===== src/sv/fbfa_pkg.sv =====
// Shared types and constants of the best-fit block allocator.
package fbfa_pkg;

    localparam int BLOCKS = 64;
    localparam int IDX_W  = 6;
    localparam int LEN_W  = 7;
    localparam int NEED_W = 20;

    localparam logic [1:0] ACT_ALLOC = 2'd0;
    localparam logic [1:0] ACT_FREE  = 2'd1;
    localparam logic [1:0] ACT_TRIM  = 2'd2;

    localparam logic [1:0] ST_OK      = 2'd0;
    localparam logic [1:0] ST_NOMEM   = 2'd1;
    localparam logic [1:0] ST_BAD     = 2'd2;
    localparam logic [1:0] ST_NOTRIM  = 2'd3;

    localparam logic REG_HEAP_LIMIT = 1'b0;

    typedef struct packed {
        logic [1:0]  action;
        logic [18:0] size_bytes;
        logic [5:0]  block_index;
    } cmd_t;

    typedef struct packed {
        logic [1:0] status;
        logic [5:0] start_index;
        logic [5:0] heap_bottom;
    } result_t;

    typedef struct packed {
        logic push;
        logic remove;
        logic rotate;
    } lop_t;

endpackage


===== src/sv/fbfa_cell.sv =====
// One cell of the free-list chain: holds one free run start.
module fbfa_cell
    import fbfa_pkg::*;
(
    input  logic             clk,
    input  logic             rst_n,
    input  lop_t             op,
    input  logic [IDX_W-1:0] key,
    input  logic [IDX_W-1:0] prev_val,
    input  logic             prev_vld,
    input  logic [IDX_W-1:0] nxt_val,
    input  logic             nxt_vld,
    input  logic             hit_in,
    output logic [IDX_W-1:0] val,
    output logic             vld,
    output logic             hit_out
);

    logic [IDX_W-1:0] val_reg;
    logic             vld_reg;
    logic             take_next;

    assign hit_out   = hit_in | (vld_reg & (val_reg == key));
    assign take_next = op.rotate | (op.remove & hit_out);
    assign val       = val_reg;
    assign vld       = vld_reg;

    always_ff @(posedge clk or negedge rst_n)
    begin
        if (!rst_n)
        begin
            vld_reg <= 1'b0;
        end
        else if (op.push)
        begin
            vld_reg <= prev_vld;
        end
        else if (take_next)
        begin
            vld_reg <= nxt_vld;
        end
    end

    always_ff @(posedge clk)
    begin
        if (op.push)
        begin
            val_reg <= prev_val;
        end
        else if (take_next)
        begin
            val_reg <= nxt_val;
        end
    end

endmodule


===== src/sv/fbfa_list.sv =====
// Free list as a chain of cells with push at head, remove and rotate.
module fbfa_list
    import fbfa_pkg::*;
#(
    parameter int FREE_RUNS = 32
)
(
    input  logic             clk,
    input  logic             rst_n,
    input  lop_t             op_in,
    input  logic [IDX_W-1:0] key,
    output logic [IDX_W-1:0] head_val,
    output logic             head_vld,
    output logic             full
);

    localparam int CNT_W = $clog2(FREE_RUNS + 1);

    logic [IDX_W-1:0] val_w [FREE_RUNS];
    logic             vld_w [FREE_RUNS];
    logic             hit_w [FREE_RUNS+1];
    logic [CNT_W-1:0] cnt_reg;
    lop_t             op;

    assign full = (cnt_reg == CNT_W'(FREE_RUNS));
    always_comb
    begin
        op      = op_in;
        op.push = op_in.push & ~full;
    end
    assign hit_w[0] = 1'b0;
    assign head_val = val_w[0];
    assign head_vld = vld_w[0];

    for (genvar i = 0; i < FREE_RUNS; i++)
    begin : g_cell
        logic [IDX_W-1:0] pv;
        logic             pvl;
        logic [IDX_W-1:0] nv;
        logic             nvl;
        if (i == 0)
        begin : g_first
            assign pv  = key;
            assign pvl = 1'b1;
        end
        else
        begin : g_mid
            assign pv  = val_w[i-1];
            assign pvl = vld_w[i-1];
        end
        if (i == FREE_RUNS - 1)
        begin : g_last
            assign nv  = val_w[0];
            assign nvl = op.rotate & vld_w[0];
        end
        else
        begin : g_inner
            assign nv  = val_w[i+1];
            assign nvl = vld_w[i+1];
        end
        fbfa_cell u_cell (
            .clk      (clk),
            .rst_n    (rst_n),
            .op       (op),
            .key      (key),
            .prev_val (pv),
            .prev_vld (pvl),
            .nxt_val  (nv),
            .nxt_vld  (nvl),
            .hit_in   (hit_w[i]),
            .val      (val_w[i]),
            .vld      (vld_w[i]),
            .hit_out  (hit_w[i+1])
        );
    end

    always_ff @(posedge clk or negedge rst_n)
    begin
        if (!rst_n)
        begin
            cnt_reg <= '0;
        end
        else if (op.push)
        begin
            cnt_reg <= cnt_reg + 1'b1;
        end
        else if (op.remove && hit_w[FREE_RUNS])
        begin
            cnt_reg <= cnt_reg - 1'b1;
        end
    end

endmodule


===== src/sv/best_fit_block_allocator.sv =====
// Best-fit block allocator: sequencer, run tables and free-list chain.
//
// channel  dir  handshake                     payload
// command  in   start high while busy low     cmd (cmd_t)
// result   out  done high for one cycle       result (result_t)
// config   in   APB write, pready always high heap_limit at address 0
//
// Allocate: one full rotation of the free-list chain, then S_ASEL and S_ADEC.
// Free: walks runs from the heap bottom to the freed run, then merges free neighbours.
// Trim: checked in S_TCHK. Bad requests caught on accept never leave S_IDLE.
// Reset clears the list and run table valid bits, sets the heap bottom to TOP at once.
// The result is shown for one cycle; the next command may be accepted in that cycle.
module best_fit_block_allocator
    import fbfa_pkg::*;
#(
    parameter int FREE_RUNS   = 32,
    parameter int BLOCK_BYTES = 4096
)
(
    input  logic        clk,
    input  logic        rst_n,
    input  logic        start,
    output logic        busy,
    input  cmd_t        cmd,
    output logic        done,
    output result_t     result,
    input  logic        psel,
    input  logic        penable,
    input  logic        pwrite,
    input  logic [2:0]  paddr,
    input  logic [31:0] pwdata,
    output logic [31:0] prdata,
    output logic        pready
);

    localparam int SH    = $clog2(BLOCK_BYTES);
    localparam int SC_W  = $clog2(FREE_RUNS + 1);
    localparam logic [NEED_W-1:0] BB_M1 = NEED_W'(BLOCK_BYTES - 1);
    localparam logic [IDX_W-1:0]  TOP   = IDX_W'(BLOCKS - 1);

    typedef enum logic [14:0] {
        S_IDLE  = 15'b000000000000001,
        S_ASCAN = 15'b000000000000010,
        S_ASEL  = 15'b000000000000100,
        S_ADEC  = 15'b000000000001000,
        S_ASPL  = 15'b000000000010000,
        S_ASET  = 15'b000000000100000,
        S_AGROW = 15'b000000001000000,
        S_FRD   = 15'b000000010000000,
        S_FCHK  = 15'b000000100000000,
        S_FRDL  = 15'b000001000000000,
        S_FRDU  = 15'b000010000000000,
        S_FDEC  = 15'b000100000000000,
        S_FMRG  = 15'b001000000000000,
        S_TCHK  = 15'b010000000000000,
        S_SPARE = 15'b100000000000000
    } state_t;

    state_t state_reg, state_next;

    logic [IDX_W-1:0]  limit_reg;
    logic [IDX_W-1:0]  bot_reg, bot_next;
    logic [NEED_W-1:0] need_reg, need_next;
    logic [IDX_W-1:0]  blk_reg, blk_next;
    logic [SC_W-1:0]   sc_reg, sc_next;
    logic              pv_reg;
    logic [IDX_W-1:0]  ps_reg;
    logic              found_reg, found_next;
    logic              exact_reg, exact_next;
    logic [IDX_W-1:0]  best_reg, best_next;
    logic [LEN_W-1:0]  bestn_reg, bestn_next;
    logic [IDX_W:0]    iw_reg, iw_next;
    logic [LEN_W-1:0]  len_reg, len_next;
    logic              lower_reg, lower_next;
    logic [IDX_W-1:0]  lstart_reg, lstart_next;
    logic [LEN_W:0]    nxt_reg, nxt_next;
    logic [LEN_W-1:0]  usz_reg, usz_next;
    logic              done_reg, done_next;
    logic [1:0]        status_reg, status_next;
    logic [IDX_W-1:0]  start_reg, start_next;

    logic [LEN_W-1:0]  rl_mem  [BLOCKS];
    logic [LEN_W-1:0]  frs_mem [BLOCKS];
    logic [IDX_W-1:0]  rh_mem  [BLOCKS];
    logic [BLOCKS-1:0] rlv_reg;
    logic [BLOCKS-1:0] rhv_reg;
    logic [LEN_W-1:0]  rl_rd, frs_q;
    logic [IDX_W-1:0]  rh_q;
    logic              rlv_rd_reg, top_rd_reg;
    logic [LEN_W-1:0]  rl_q;

    logic [IDX_W-1:0]  ra;
    logic              rl_we, frs_we, rh_we, rhv_set, rhv_clr;
    logic [IDX_W-1:0]  rl_wa, frs_wa, rh_wa, rhv_sa, rhv_ca;
    logic [LEN_W-1:0]  rl_wd, frs_wd;
    logic [IDX_W-1:0]  rh_wd;

    lop_t              lop;
    logic [IDX_W-1:0]  lkey;
    logic [IDX_W-1:0]  head_val;
    logic              head_vld;
    logic              list_full;

    logic [NEED_W-1:0]   cmd_need;
    logic [NEED_W-1:0]   n_ext;
    logic [LEN_W-1:0]    walk_l;
    logic [IDX_W+1:0]    walk_sum;
    logic signed [NEED_W+1:0] grow_real;
    logic signed [NEED_W+1:0] grow_new;
    logic [LEN_W+1:0]    mtotal;
    logic [LEN_W+1:0]    mend;
    logic [IDX_W:0]      fit_end;

    assign cmd_need = (NEED_W'(cmd.size_bytes) + BB_M1) >> SH;
    assign rl_q     = rlv_rd_reg ? rl_rd : (top_rd_reg ? LEN_W'(1) : '0);
    assign n_ext    = NEED_W'(frs_q);
    assign walk_l   = (rl_q != '0) ? rl_q : frs_q;
    assign walk_sum = (IDX_W+2)'(iw_reg) + (IDX_W+2)'(walk_l);
    assign grow_real = $signed({2'b00, need_reg})
                     - $signed((NEED_W+2)'((rl_q == '0) ? frs_q : '0));
    assign grow_new  = $signed((NEED_W+2)'(bot_reg)) - grow_real;
    assign mtotal    = (LEN_W+2)'(lower_reg ? frs_q : '0) + (LEN_W+2)'(len_reg)
                     + (LEN_W+2)'(usz_reg);
    assign mend      = (LEN_W+2)'(lower_reg ? lstart_reg : blk_reg) + mtotal;
    assign fit_end   = (IDX_W+1)'(best_reg) + (IDX_W+1)'(bestn_reg);

    assign busy   = (state_reg != S_IDLE);
    assign done   = done_reg;
    assign pready = 1'b1;
    assign prdata = {{(32-IDX_W){1'b0}}, limit_reg};
    always_comb
    begin
        result.status      = status_reg;
        result.start_index = start_reg;
        result.heap_bottom = bot_reg;
    end

    fbfa_list #(.FREE_RUNS(FREE_RUNS)) u_list (
        .clk      (clk),
        .rst_n    (rst_n),
        .op_in    (lop),
        .key      (lkey),
        .head_val (head_val),
        .head_vld (head_vld),
        .full     (list_full)
    );

    always_comb
    begin
        case (state_reg)
            S_ASCAN: ra = head_val;
            S_FRD:   ra = iw_reg[IDX_W-1:0];
            S_FRDL:  ra = blk_reg - 1'b1;
            S_FRDU:  ra = blk_reg + len_reg[IDX_W-1:0];
            S_FDEC:  ra = lower_reg ? lstart_reg : blk_reg;
            default: ra = bot_reg;
        endcase
    end

    always_comb
    begin
        state_next  = state_reg;
        bot_next    = bot_reg;
        need_next   = need_reg;
        blk_next    = blk_reg;
        sc_next     = sc_reg;
        found_next  = found_reg;
        exact_next  = exact_reg;
        best_next   = best_reg;
        bestn_next  = bestn_reg;
        iw_next     = iw_reg;
        len_next    = len_reg;
        lower_next  = lower_reg;
        lstart_next = lstart_reg;
        nxt_next    = nxt_reg;
        usz_next    = usz_reg;
        done_next   = 1'b0;
        status_next = status_reg;
        start_next  = start_reg;
        lop         = '0;
        lkey        = '0;
        rl_we = 1'b0; rl_wa = '0; rl_wd = '0;
        frs_we = 1'b0; frs_wa = '0; frs_wd = '0;
        rh_we = 1'b0; rh_wa = '0; rh_wd = '0;
        rhv_set = 1'b0; rhv_sa = '0;
        rhv_clr = 1'b0; rhv_ca = '0;

        if ((state_reg == S_ASCAN && sc_reg != '0) || state_reg == S_ASEL)
        begin
            if (pv_reg && !exact_reg && (32'(ps_reg) < BLOCKS))
            begin
                if (n_ext == need_reg)
                begin
                    best_next  = ps_reg;
                    bestn_next = frs_q;
                    found_next = 1'b1;
                    exact_next = 1'b1;
                end
                else if (n_ext > need_reg && (!found_reg || frs_q < bestn_reg))
                begin
                    best_next  = ps_reg;
                    bestn_next = frs_q;
                    found_next = 1'b1;
                end
            end
        end

        case (state_reg)
            S_IDLE:
            begin
                if (start)
                begin
                    need_next   = cmd_need;
                    blk_next    = cmd.block_index;
                    iw_next     = (IDX_W+1)'(bot_reg);
                    start_next  = '0;
                    case (cmd.action)
                        ACT_ALLOC:
                        begin
                            if (cmd_need == '0)
                            begin
                                status_next = ST_BAD;
                                done_next   = 1'b1;
                            end
                            else
                            begin
                                sc_next    = '0;
                                found_next = 1'b0;
                                exact_next = 1'b0;
                                state_next = S_ASCAN;
                            end
                        end
                        ACT_FREE:
                        begin
                            if (cmd.block_index < bot_reg)
                            begin
                                status_next = ST_BAD;
                                done_next   = 1'b1;
                            end
                            else
                            begin
                                state_next = S_FCHK;
                            end
                        end
                        ACT_TRIM: state_next = S_TCHK;
                        default:
                        begin
                            status_next = ST_BAD;
                            done_next   = 1'b1;
                        end
                    endcase
                end
            end
            S_ASCAN:
            begin
                lop.rotate = 1'b1;
                sc_next    = sc_reg + 1'b1;
                if (sc_reg == SC_W'(FREE_RUNS - 1))
                begin
                    state_next = S_ASEL;
                end
            end
            S_ASEL: state_next = S_ADEC;
            S_ADEC:
            begin
                if (found_reg)
                begin
                    if (32'(fit_end) > BLOCKS)
                    begin
                        status_next = ST_NOMEM;
                        done_next   = 1'b1;
                        state_next  = S_IDLE;
                    end
                    else
                    begin
                        lop.remove = 1'b1;
                        lkey       = best_reg;
                        state_next = S_ASPL;
                    end
                end
                else
                begin
                    state_next = S_AGROW;
                end
            end
            S_ASPL:
            begin
                if (NEED_W'(bestn_reg) > need_reg)
                begin
                    lop.push = 1'b1;
                    lkey     = best_reg + need_reg[IDX_W-1:0];
                    frs_we   = 1'b1;
                    frs_wa   = lkey;
                    frs_wd   = bestn_reg - need_reg[LEN_W-1:0];
                    rl_we    = 1'b1;
                    rl_wa    = lkey;
                    rl_wd    = '0;
                    rh_we    = 1'b1;
                    rh_wa    = fit_end[IDX_W-1:0] - 1'b1;
                    rh_wd    = lkey;
                    rhv_set  = 1'b1;
                    rhv_sa   = rh_wa;
                end
                state_next = S_ASET;
            end
            S_ASET:
            begin
                rl_we       = 1'b1;
                rl_wa       = best_reg;
                rl_wd       = need_reg[LEN_W-1:0];
                rhv_clr     = 1'b1;
                rhv_ca      = best_reg + need_reg[IDX_W-1:0] - 1'b1;
                status_next = ST_OK;
                start_next  = best_reg;
                done_next   = 1'b1;
                state_next  = S_IDLE;
            end
            S_AGROW:
            begin
                if (grow_real <= 0 || grow_new < 0
                    || grow_new < $signed((NEED_W+2)'(limit_reg)))
                begin
                    status_next = ST_NOMEM;
                end
                else
                begin
                    if (rl_q == '0)
                    begin
                        lop.remove = 1'b1;
                        lkey       = bot_reg;
                    end
                    bot_next    = grow_new[IDX_W-1:0];
                    rl_we       = 1'b1;
                    rl_wa       = bot_next;
                    rl_wd       = need_reg[LEN_W-1:0];
                    rhv_clr     = 1'b1;
                    rhv_ca      = bot_next + need_reg[IDX_W-1:0] - 1'b1;
                    status_next = ST_OK;
                    start_next  = bot_next;
                end
                done_next  = 1'b1;
                state_next = S_IDLE;
            end
            S_FRD: state_next = S_FCHK;
            S_FCHK:
            begin
                state_next = S_IDLE;
                if (iw_reg == (IDX_W+1)'(blk_reg))
                begin
                    if (rl_q != '0
                        && (32'(blk_reg) + 32'(rl_q)) <= BLOCKS)
                    begin
                        len_next   = rl_q;
                        state_next = S_FRDL;
                    end
                    else
                    begin
                        status_next = ST_BAD;
                        done_next   = 1'b1;
                    end
                end
                else if (walk_l == '0 || 32'(walk_sum) >= BLOCKS)
                begin
                    status_next = ST_BAD;
                    done_next   = 1'b1;
                end
                else
                begin
                    iw_next    = walk_sum[IDX_W:0];
                    state_next = S_FRD;
                end
            end
            S_FRDL: state_next = S_FRDU;
            S_FRDU:
            begin
                lower_next  = (blk_reg > bot_reg) && rhv_reg[blk_reg - 1'b1]
                            && (rh_q < blk_reg);
                lstart_next = rh_q;
                nxt_next    = (LEN_W+1)'(blk_reg) + (LEN_W+1)'(len_reg);
                state_next  = S_FDEC;
            end
            S_FDEC:
            begin
                usz_next = '0;
                if (32'(nxt_reg) < BLOCKS && rl_q == '0)
                begin
                    usz_next   = frs_q;
                    lop.remove = 1'b1;
                    lkey       = nxt_reg[IDX_W-1:0];
                    state_next = S_FMRG;
                end
                else if (!lower_reg && list_full)
                begin
                    status_next = ST_NOMEM;
                    done_next   = 1'b1;
                    state_next  = S_IDLE;
                end
                else
                begin
                    state_next = S_FMRG;
                end
            end
            S_FMRG:
            begin
                if (!lower_reg)
                begin
                    lop.push = 1'b1;
                    lkey     = blk_reg;
                end
                if (mtotal == '0 || 32'(mend) > BLOCKS)
                begin
                    status_next = ST_BAD;
                end
                else
                begin
                    frs_we      = 1'b1;
                    frs_wa      = lower_reg ? lstart_reg : blk_reg;
                    frs_wd      = mtotal[LEN_W-1:0];
                    rh_we       = 1'b1;
                    rh_wa       = mend[IDX_W-1:0] - 1'b1;
                    rh_wd       = frs_wa;
                    rhv_set     = 1'b1;
                    rhv_sa      = rh_wa;
                    rl_we       = 1'b1;
                    rl_wa       = blk_reg;
                    rl_wd       = '0;
                    status_next = ST_OK;
                end
                done_next  = 1'b1;
                state_next = S_IDLE;
            end
            S_TCHK:
            begin
                if (rl_q != '0 || frs_q == '0
                    || (32'(bot_reg) + 32'(frs_q)) >= BLOCKS)
                begin
                    status_next = ST_NOTRIM;
                end
                else
                begin
                    lop.remove  = 1'b1;
                    lkey        = bot_reg;
                    bot_next    = bot_reg + frs_q[IDX_W-1:0];
                    status_next = ST_OK;
                end
                done_next  = 1'b1;
                state_next = S_IDLE;
            end
            default: state_next = S_IDLE;
        endcase
    end

    always_ff @(posedge clk or negedge rst_n)
    begin
        if (!rst_n)
        begin
            state_reg  <= S_IDLE;
            limit_reg  <= '0;
            bot_reg    <= TOP;
            done_reg   <= 1'b0;
            rlv_reg    <= '0;
            rhv_reg    <= '0;
            rlv_rd_reg <= 1'b0;
            top_rd_reg <= 1'b0;
            pv_reg     <= 1'b0;
        end
        else
        begin
            state_reg  <= state_next;
            bot_reg    <= bot_next;
            done_reg   <= done_next;
            rlv_rd_reg <= rlv_reg[ra];
            top_rd_reg <= (ra == TOP);
            pv_reg     <= (state_reg == S_ASCAN) & head_vld;
            if (psel && penable && pwrite && paddr[2] == REG_HEAP_LIMIT)
            begin
                limit_reg <= pwdata[IDX_W-1:0];
            end
            if (rl_we)
            begin
                rlv_reg[rl_wa] <= 1'b1;
            end
            if (rhv_set)
            begin
                rhv_reg[rhv_sa] <= 1'b1;
            end
            if (rhv_clr)
            begin
                rhv_reg[rhv_ca] <= 1'b0;
            end
        end
    end

    always_ff @(posedge clk)
    begin
        need_reg   <= need_next;
        blk_reg    <= blk_next;
        sc_reg     <= sc_next;
        ps_reg     <= head_val;
        found_reg  <= found_next;
        exact_reg  <= exact_next;
        best_reg   <= best_next;
        bestn_reg  <= bestn_next;
        iw_reg     <= iw_next;
        len_reg    <= len_next;
        lower_reg  <= lower_next;
        lstart_reg <= lstart_next;
        nxt_reg    <= nxt_next;
        usz_reg    <= usz_next;
        status_reg <= status_next;
        start_reg  <= start_next;
        if (rl_we)
        begin
            rl_mem[rl_wa] <= rl_wd;
        end
        if (frs_we)
        begin
            frs_mem[frs_wa] <= frs_wd;
        end
        if (rh_we)
        begin
            rh_mem[rh_wa] <= rh_wd;
        end
        rl_rd <= rl_mem[ra];
        frs_q <= frs_mem[ra];
        rh_q  <= rh_mem[ra];
    end

endmodule


===== config.mk =====
export PLATFORM = sky130hd
export DESIGN_NAME = best_fit_block_allocator
export DESIGN_NICKNAME = d
export VERILOG_FILES = /design/src/sv/fbfa_pkg.sv /design/src/sv/fbfa_cell.sv /design/src/sv/fbfa_list.sv /design/src/sv/best_fit_block_allocator.sv
export SDC_FILE = /design/constraint.sdc
export NUM_CORES = 2
export LEC_CHECK = 0
export BUFFER_PORTS_ARGS = -buffer_cell sky130_fd_sc_hd__buf_2
export CORE_ASPECT_RATIO = 1.5
export CORE_UTILIZATION = 50
export CTS_CLUSTER_DIAMETER = 30
export CTS_CLUSTER_SIZE = 12
export DETAILED_ROUTE_END_ITERATION = 8
export PLACE_DENSITY = 0.72
export SLEW_MARGIN = 40
export SYNTH_ARGS = -nofsm -noshare
export SYNTH_HDL_FRONTEND = slang
export SYNTH_SLANG_ARGS = --single-unit

===== constraint.sdc =====
create_clock -name clk -period 15.5 [get_ports clk]
set_clock_uncertainty 0.2 [all_clocks]
set_input_delay 4.65 -clock clk [delete_from_list [all_inputs] [get_ports clk]]
set_output_delay 4.65 -clock clk [all_outputs]
set_load 0.005 [all_outputs]

[Yosys cells after proc, flatten, opt, wreduce, memory -nomap -nowiden]
Memories as Yosys holds them, arrays and structs flattened. A register that Yosys moved wholly into a read port is not among the register bits.
Cells that the tools add are included.
Storage, ports and cells
  flip-flop bits (word level): 474
  bits in writable memories: 1280
  bits of input ports: 68
  output and inout bits: 49
  logic and storage cells: 699
  memories kept: 3
Cells by class
  add/subtract/negate cells: 24
  $lt $le $gt $ge: 23
  equality and inequality tests: 74
  muxes and demuxes: 266
  bitwise operators: 136
  reductions and logical operators: 83
Memory list
  frs_mem: depth 64, bits a word 7, read ports 1, clocked after memory_dff 1, wr ports 1, line best_fit_block_allocator.sv:83  | logic [LEN_W-1:0] frs_mem [BLOCKS];
  rl_mem: depth 64, bits a word 7, read ports 1, clocked after memory_dff 1, wr ports 1, line best_fit_block_allocator.sv:82  | logic [LEN_W-1:0] rl_mem [BLOCKS];
  rh_mem: depth 64, bits a word 6, read ports 1, clocked after memory_dff 1, wr ports 1, line best_fit_block_allocator.sv:84  | logic [IDX_W-1:0] rh_mem [BLOCKS];
Operators by type and width (number)
  6-bit two-way mux: 90
  6-bit == test: 32
  15-bit case mux with 10 select lines: 1
  64-bit two-way mux: 2
  64-bit bitwise OR: 2
  1-bit two-way mux: 111
  7-bit two-way mux: 13
  15-bit two-way mux: 5
  2-bit nonzero test: 37
  1-bit AND: 67
  64-bit AND: 1
  64-bit inverter: 1
  1-bit bitwise OR: 63
  6-bit case mux with 2 select lines: 5
  15-bit case mux with 3 select lines: 1
  7-bit case mux with 2 select lines: 3
  6-bit case mux with 6 select lines: 1
  6-bit by 1-bit subtractor with 6-bit output (second input constant): 6
  6-bit by 7-bit less-than comparator with 1-bit output (second input constant): 5
  6-bit case mux with 5 select lines: 1
  13-bit two-way mux: 2
  6-bit adder: 4
  6-bit by 7-bit adder with 8-bit output: 3
  2-bit two-way mux: 12
  other kinds (78): 138

[Logic depth before layout (Yosys ltp)]
  word-level depth: 48
  mapped depth: 33
  gate-level depth less buffers: 27

[Hierarchy]
Synthesis repeated with hierarchy kept, for this count alone.
Unflattened totals
  cells, all modules: 5938
  area total of the unflattened synthesis: 80708.7 sq um
By module, submodules not included
  best_fit_block_allocator: times used 1, cells each 4998, area an instance 67164.4 sq um, seq. area each 45272.2 sq um
  fbfa_cell: times used 32, cells each 28, area an instance 409.1 sq um, seq. area each 205.2 sq um
  fbfa_list: times used 1, cells each 44, area an instance 451.7 sq um, seq. area each 150.1 sq um

[Worst setup path after synthesis]
Ideal clock, no wire load.
  path type: register to register
  from: register rl_rd[3] (read register of rl_mem)
  to: memory rl_mem[0][0], data pin
  setup time: 0.549 ns
  data arrival time: 6.829 ns
  required time: 14.751 ns
  setup slack: 7.923 ns
  cell stages (with the launch flop): 26
  path buffers: 5
  period minus slack after synthesis: 7.577 ns
  cells stage by stage: dfxtp_1 -> nor4_1 -> a31o_2 -> clkbuf_1 -> buf_1 -> nand2_1 -> inv_1 -> ha_1 -> fa_1 -> ha_1 -> nor2b_1 -> o21ai_0 -> a221o_1 -> nand2_1 -> a21oi_1 -> xnor2_1 -> ha_1 -> nand2_1 -> o21ai_1 -> a21oi_2 -> nand3_2 -> clkbuf_1 -> nand3_1 -> clkbuf_1 -> clkbuf_1 -> a21oi_1
On the way
  word-level cells in the longest chain between the ends: 10
  elaborated cells on any way between the ends: 12
  those cells by class: add/sub: 2; order compare: 3; mux: 4; reduce/logical: 3
Ends and longest elaborated chain
  start, declared: line best_fit_block_allocator.sv:87  | logic [LEN_W-1:0] rl_rd, frs_q;
  7-bit two-way mux (*): line best_fit_block_allocator.sv:115  | assign rl_q = rlv_rd_reg ? rl_rd : (top_rd_reg ? LEN_W'(1) : '0);
  7-bit zero test (*): line best_fit_block_allocator.sv:120  | - $signed((NEED_W+2)'((rl_q == '0) ? frs_q : '0));
  7-bit two-way mux (*): line best_fit_block_allocator.sv:120
  8-bit by 7-bit subtractor with 9-bit output (*): line best_fit_block_allocator.sv:120
  7-bit by 9-bit subtractor with 10-bit output: line best_fit_block_allocator.sv:121  | assign grow_new = $signed((NEED_W+2)'(bot_reg)) - grow_real;
  10-bit by 1-bit less-than comparator with 1-bit output: line best_fit_block_allocator.sv:320  | if (grow_real <= 0 || grow_new < 0
  1-bit logical OR: line best_fit_block_allocator.sv:320
  1-bit logical OR (*): line best_fit_block_allocator.sv:321  | || grow_new < $signed((NEED_W+2)'(limit_reg)))
  7-bit two-way mux (*): line best_fit_block_allocator.sv:320
  7-bit case mux with 2 select lines (*): line best_fit_block_allocator.sv:208  | case (state_reg)
  named net rl_wd[0]: line best_fit_block_allocator.sv:95  | logic [LEN_W-1:0] rl_wd, frs_wd;
  end, declared: line best_fit_block_allocator.sv:82
The timed path passes the listed nets; every way through them passes the cells marked *.

[Final worst setup path]
  from: register rl_rd[3] (read register of rl_mem)
  to: register u_list.g_cell[31].u_cell.val_reg[4], enable pin
On the way
  word-level cells in the longest chain between the ends: 46
  elaborated cells on any way between the ends: 122
  those cells by class: add/sub: 2; order compare: 3; eq/ne: 32; mux: 12; bitwise: 65; reduce/logical: 8
Ends and longest elaborated chain
  7-bit two-way mux (*): line best_fit_block_allocator.sv:115
  7-bit zero test: line best_fit_block_allocator.sv:120, best_fit_block_allocator.sv:327, best_fit_block_allocator.sv:385
  7-bit two-way mux: line best_fit_block_allocator.sv:120
  8-bit by 7-bit subtractor with 9-bit output: line best_fit_block_allocator.sv:120
  7-bit by 9-bit subtractor with 10-bit output: line best_fit_block_allocator.sv:121
  10-bit by 1-bit less-than comparator with 1-bit output: line best_fit_block_allocator.sv:320
  1-bit logical OR: line best_fit_block_allocator.sv:320
  1-bit logical OR: line best_fit_block_allocator.sv:321
  6-bit two-way mux: line best_fit_block_allocator.sv:320
  6-bit case mux with 6 select lines: line best_fit_block_allocator.sv:208
  6-bit == test: line fbfa_cell.sv:23  | assign hit_out = hit_in | (vld_reg & (val_reg == key));
  1-bit AND: line fbfa_cell.sv:23
  1-bit bitwise OR (31 in series): line fbfa_cell.sv:23
  1-bit AND (*): line fbfa_cell.sv:24  | assign take_next = op.rotate | (op.remove & hit_out);
  1-bit bitwise OR (*): line fbfa_cell.sv:24
  2-bit nonzero test (no source line) (*)
  end signal, assigned: line fbfa_cell.sv:48  | val_reg <= prev_val;
  end signal, assigned: line fbfa_cell.sv:52  | val_reg <= nxt_val;
  end, declared: line fbfa_cell.sv:19  | logic [IDX_W-1:0] val_reg;
Every way passes the cells marked *; elsewhere a longest branch is shown, timed or not.
A chain may end at the register's enable or synchronous reset.

==> out/metrics.yaml <==
outcome: "finished, final reports clean"
setup_tns_ns: 0
yosysTopAreaCell: "edfxtp_1"
critPathMaxStageDelay_ns: 0.62
worstSetupPathType: "register to register"
r2r_slack_ns: 5.43
fp.dieW_um: 334
cts_hold_buffers: 0
reg_top3: "frs_mem: 448 flops, rl_mem: 448 flops, rh_mem: 384 flops"
rows: 182
p_leak_nw: 35.4
p_switching_mw: 6.68
synthArstFlopShare_pct: 11.1
critical_path.most_common_cell: "ha_1"
clock_power_share_pct: 32.4
wl_mm: 240
worstPathMaxFanout: 23
cts-root-buf: "clkbuf_16"
yosysSeqAreaShare_pct: 62.7
r2r_cells: 28
slew_headroom_pct: 32.4
synth_flop_cell: "edfxtp_1"
cts_tree: "yes"
die_y_um: 501
design.core.area_um2: 164000
ctsResizeCount: 0
dp_hpwl_mm: 151
seqPwrFrac_pct: 31.8
worstMarginPinSlew_ns: 1.01
crit_required_ns: 15.83
min_from: "ps_reg[5]$_DFF_P_"
r2r-start: "rl_rd[3]$_DFF_P_"
layout_setup_ws_ns: 5.43
fin_crit_sh_pct: 65.0
setup.worst_path.end_class: "register"
area_growth_pct: 13.4
yosys_warnings: 0
min_to: "best_reg[5]$_DFFE_PP_"
ys_ff_latch: 1773
clkSlewWorstSetupHoldPaths_ns: 0.06
ant_nets: 0
synth_edf_count: 1549
min_path_cells: 0
dpl.cell_count: 9386
vias_per_cell: 6.16
drt_pass1_iterations: 6
syn_area_per_cell_um2: 11.1
grt_pass1_vias: 59876
crit_arrival_ns: 10.39
syn_area_um2: 82900
comb_power_share_pct: 35.8
slowest_stage: "a22oi_4"
num_vias: 60603
swShare_pct: 38.6
grt_first_pass_wirelength_mm: 359
dieArea_um2: 167000
cts_made_buffers: 240
routabilityCongestion: 0.983
grt.overflow.total: 0
drv_slew: 0
drv_cap: 0
pin_count: 117
ys_top_cells_by_area: "edfxtp_1 (56%), nand2_1 (9.8%), dfrtp_1 (5.7%), nand3_1 (2.0%), a311oi_1 (2.0%)"
clk_latency_ns: 0.87
p_int_mw: 10.6
power_mw: 17.3
portBuffers: 61
hold_viol: 0
route.detailed.drc: 0
nNetsFinal: 7637
p_per_area_nw_per_um2: 184
drtIter0Drc: 6416
cts_buffer_depth: 3
antenna_found_initial: 3
cts_setup_buffers: 0
clock_sinks: 1773
final_cells: 9844
start_kind: "register"
hold_class: "register to register"
synth_cell_types: 117
cts.htree.levels: 4
drive_above_1_share_pct: 11.4
min_period_ns: 10.07
yosysTopAreaCellShare_pct: 56.1
preCtsSetupSlack_ns: 5.68
grt_use_total_pct: 28.3
setup_viol: 0
r2r-end: "u_list.g_cell[31].u_cell.val[4]$_DFFE_PP_"
syn_inst: 7449
initial_core_util_pct: 50.5
grt_max_degree: 186
vdd_drop_max_v: 0.000197
wl_per_cell_um: 24.4
clock.fmax_mhz: 99.3
grt_setup_unrepaired: "false"
## placed cells by master, fill, tap and decap left out, types with 21 or more instances in the layout
cell and n:
a221o_1 40, o22ai_1 32, xnor2_1 107, mux2i_1 24, and2_1 34, clkbuf_16 248, a21oi_1 186, buf_2 60
dfxtp_1 28, nand2_1 2151, o21ai_0 109, nand2b_1 28, mux2_2 72, edfxtp_1 1549, a31oi_1 175, inv_6 32
inv_1 109, clkbuf_1 31, nor2b_1 21, bufinv_16 24, dfrtp_1 189, nand3_1 324, ha_1 124, buf_4 93
or3_1 29, conb_1 27, a311oi_1 186, nand4_1 49, a21o_1 34, or4_1 21, nor2_1 399, nor4_1 42
or2_2 76, a211oi_1 82, and3_1 231, xor2_1 80, clkinvlp_4 29, clkinv_4 24, nor3_1 49
## critical path, delay by kind of cell (launching register included)
kind                       cells  cell delay [ns]
AOI/OAI and AO/OA              8             2.45
xor gates and xnor gates       2             0.58
adders and majority gates      4             1.37
buffers and inverters          2             0.46
DFF                            1             0.31
and+or+nand+nor               12             4.29
## power by group through the flow
stage	sequential (mW)	combinational [mW]	clock [mW]
2_1_floorplan	5.47	4.03	0
3_3_place_gp	5.58	5.92	0
3_5_place_dp	5.59	6.02	0
4_1_cts	5.49	6.07	5.64
5_1_grt	5.50	6.63	5.84
6_report	5.50	6.20	5.61
## layer usage
metal  track usage, %  vias up  routed length (um)
met2             47.3     3223              118000
met1             33.1    29485               84600
met3             4.75      917               18900
li1                 -    26978                   -
met5                0        -                   0
met4             20.2        0               18400
## cells in the mapped netlist (49+ instances only)
master and number:
a311oi_1 186, a211oi_1 82, a31oi_1 177, xnor2_1 107
mux2_2 72, buf_1 50, o21ai_0 125, xor2_1 80
a21oi_1 198, clkbuf_1 335, and3_1 231, or2_2 76
nand2_1 2155, edfxtp_1 1549, nand4_1 49, nand3_1 326
inv_1 111, nor3_1 50, nor2_1 405, dfrtp_1 189
ha_1 124
## through the flow
step	cell area [um^2]	hold slack (ns)	util [%]
after floorplan	83000	0.186	-
after global placement	85300	0.186	52.0
after detailed placement	85500	0.190	52.1
after CTS	93800	0.191	57.2
after global routing	94000	0.213	57.2
final	94000	0.206	57.2
## how the worst max path moves through the flow
stage / from / to / slack, ns / cells past startpoint
after floorplan: rl_rd[3]$_DFF_P_ / rl_mem[0][0]$_DFFE_PP_ / 7.92 / 25
after global placement: rl_rd[3]$_DFF_P_ / u_list.g_cell[31].u_cell.val[1]$_DFFE_PP_ / 5.86 / 28
after detailed placement: rl_rd[3]$_DFF_P_ / u_list.g_cell[31].u_cell.val[5]$_DFFE_PP_ / 5.68 / 28
after CTS: rl_rd[3]$_DFF_P_ / u_list.g_cell[31].u_cell.val[4]$_DFFE_PP_ / 5.66 / 28
after global routing: rl_rd[3]$_DFF_P_ / u_list.g_cell[31].u_cell.val[2]$_DFFE_PP_ / 5.12 / 28
final: rl_rd[3]$_DFF_P_ / u_list.g_cell[31].u_cell.val[4]$_DFFE_PP_ / 5.43 / 28
## cells by family (layout without fill, tap and decap cells)
kind of cell | count (synthesis) | in the layout | share of synthesized area [%]
buffers and inverters | 580 | 740 | 2.89
and+or+nand+nor | 3572 | 3572 | 19.1
other | 2 | 29 | 0.00906
DFF | 1773 | 1773 | 62.7
muxes | 123 | 123 | 1.86
xor gates and xnor gates | 189 | 189 | 2.02
adders and majority gates | 144 | 144 | 2.35
AOI/OAI and AO/OA | 1066 | 1066 | 9.11
## area by class of cell
class	instances	area, um^2
clock buffer	290	6470
multi-input combinational	5121	29000
fill	12997	70200
sequential	1773	52000
antenna	2	5.00
inverter	112	420
timing repair buffer	177	1460
tap	2208	2760
clock inverter	161	1880
Note: power is estimated with default switching activity, not from simulation.
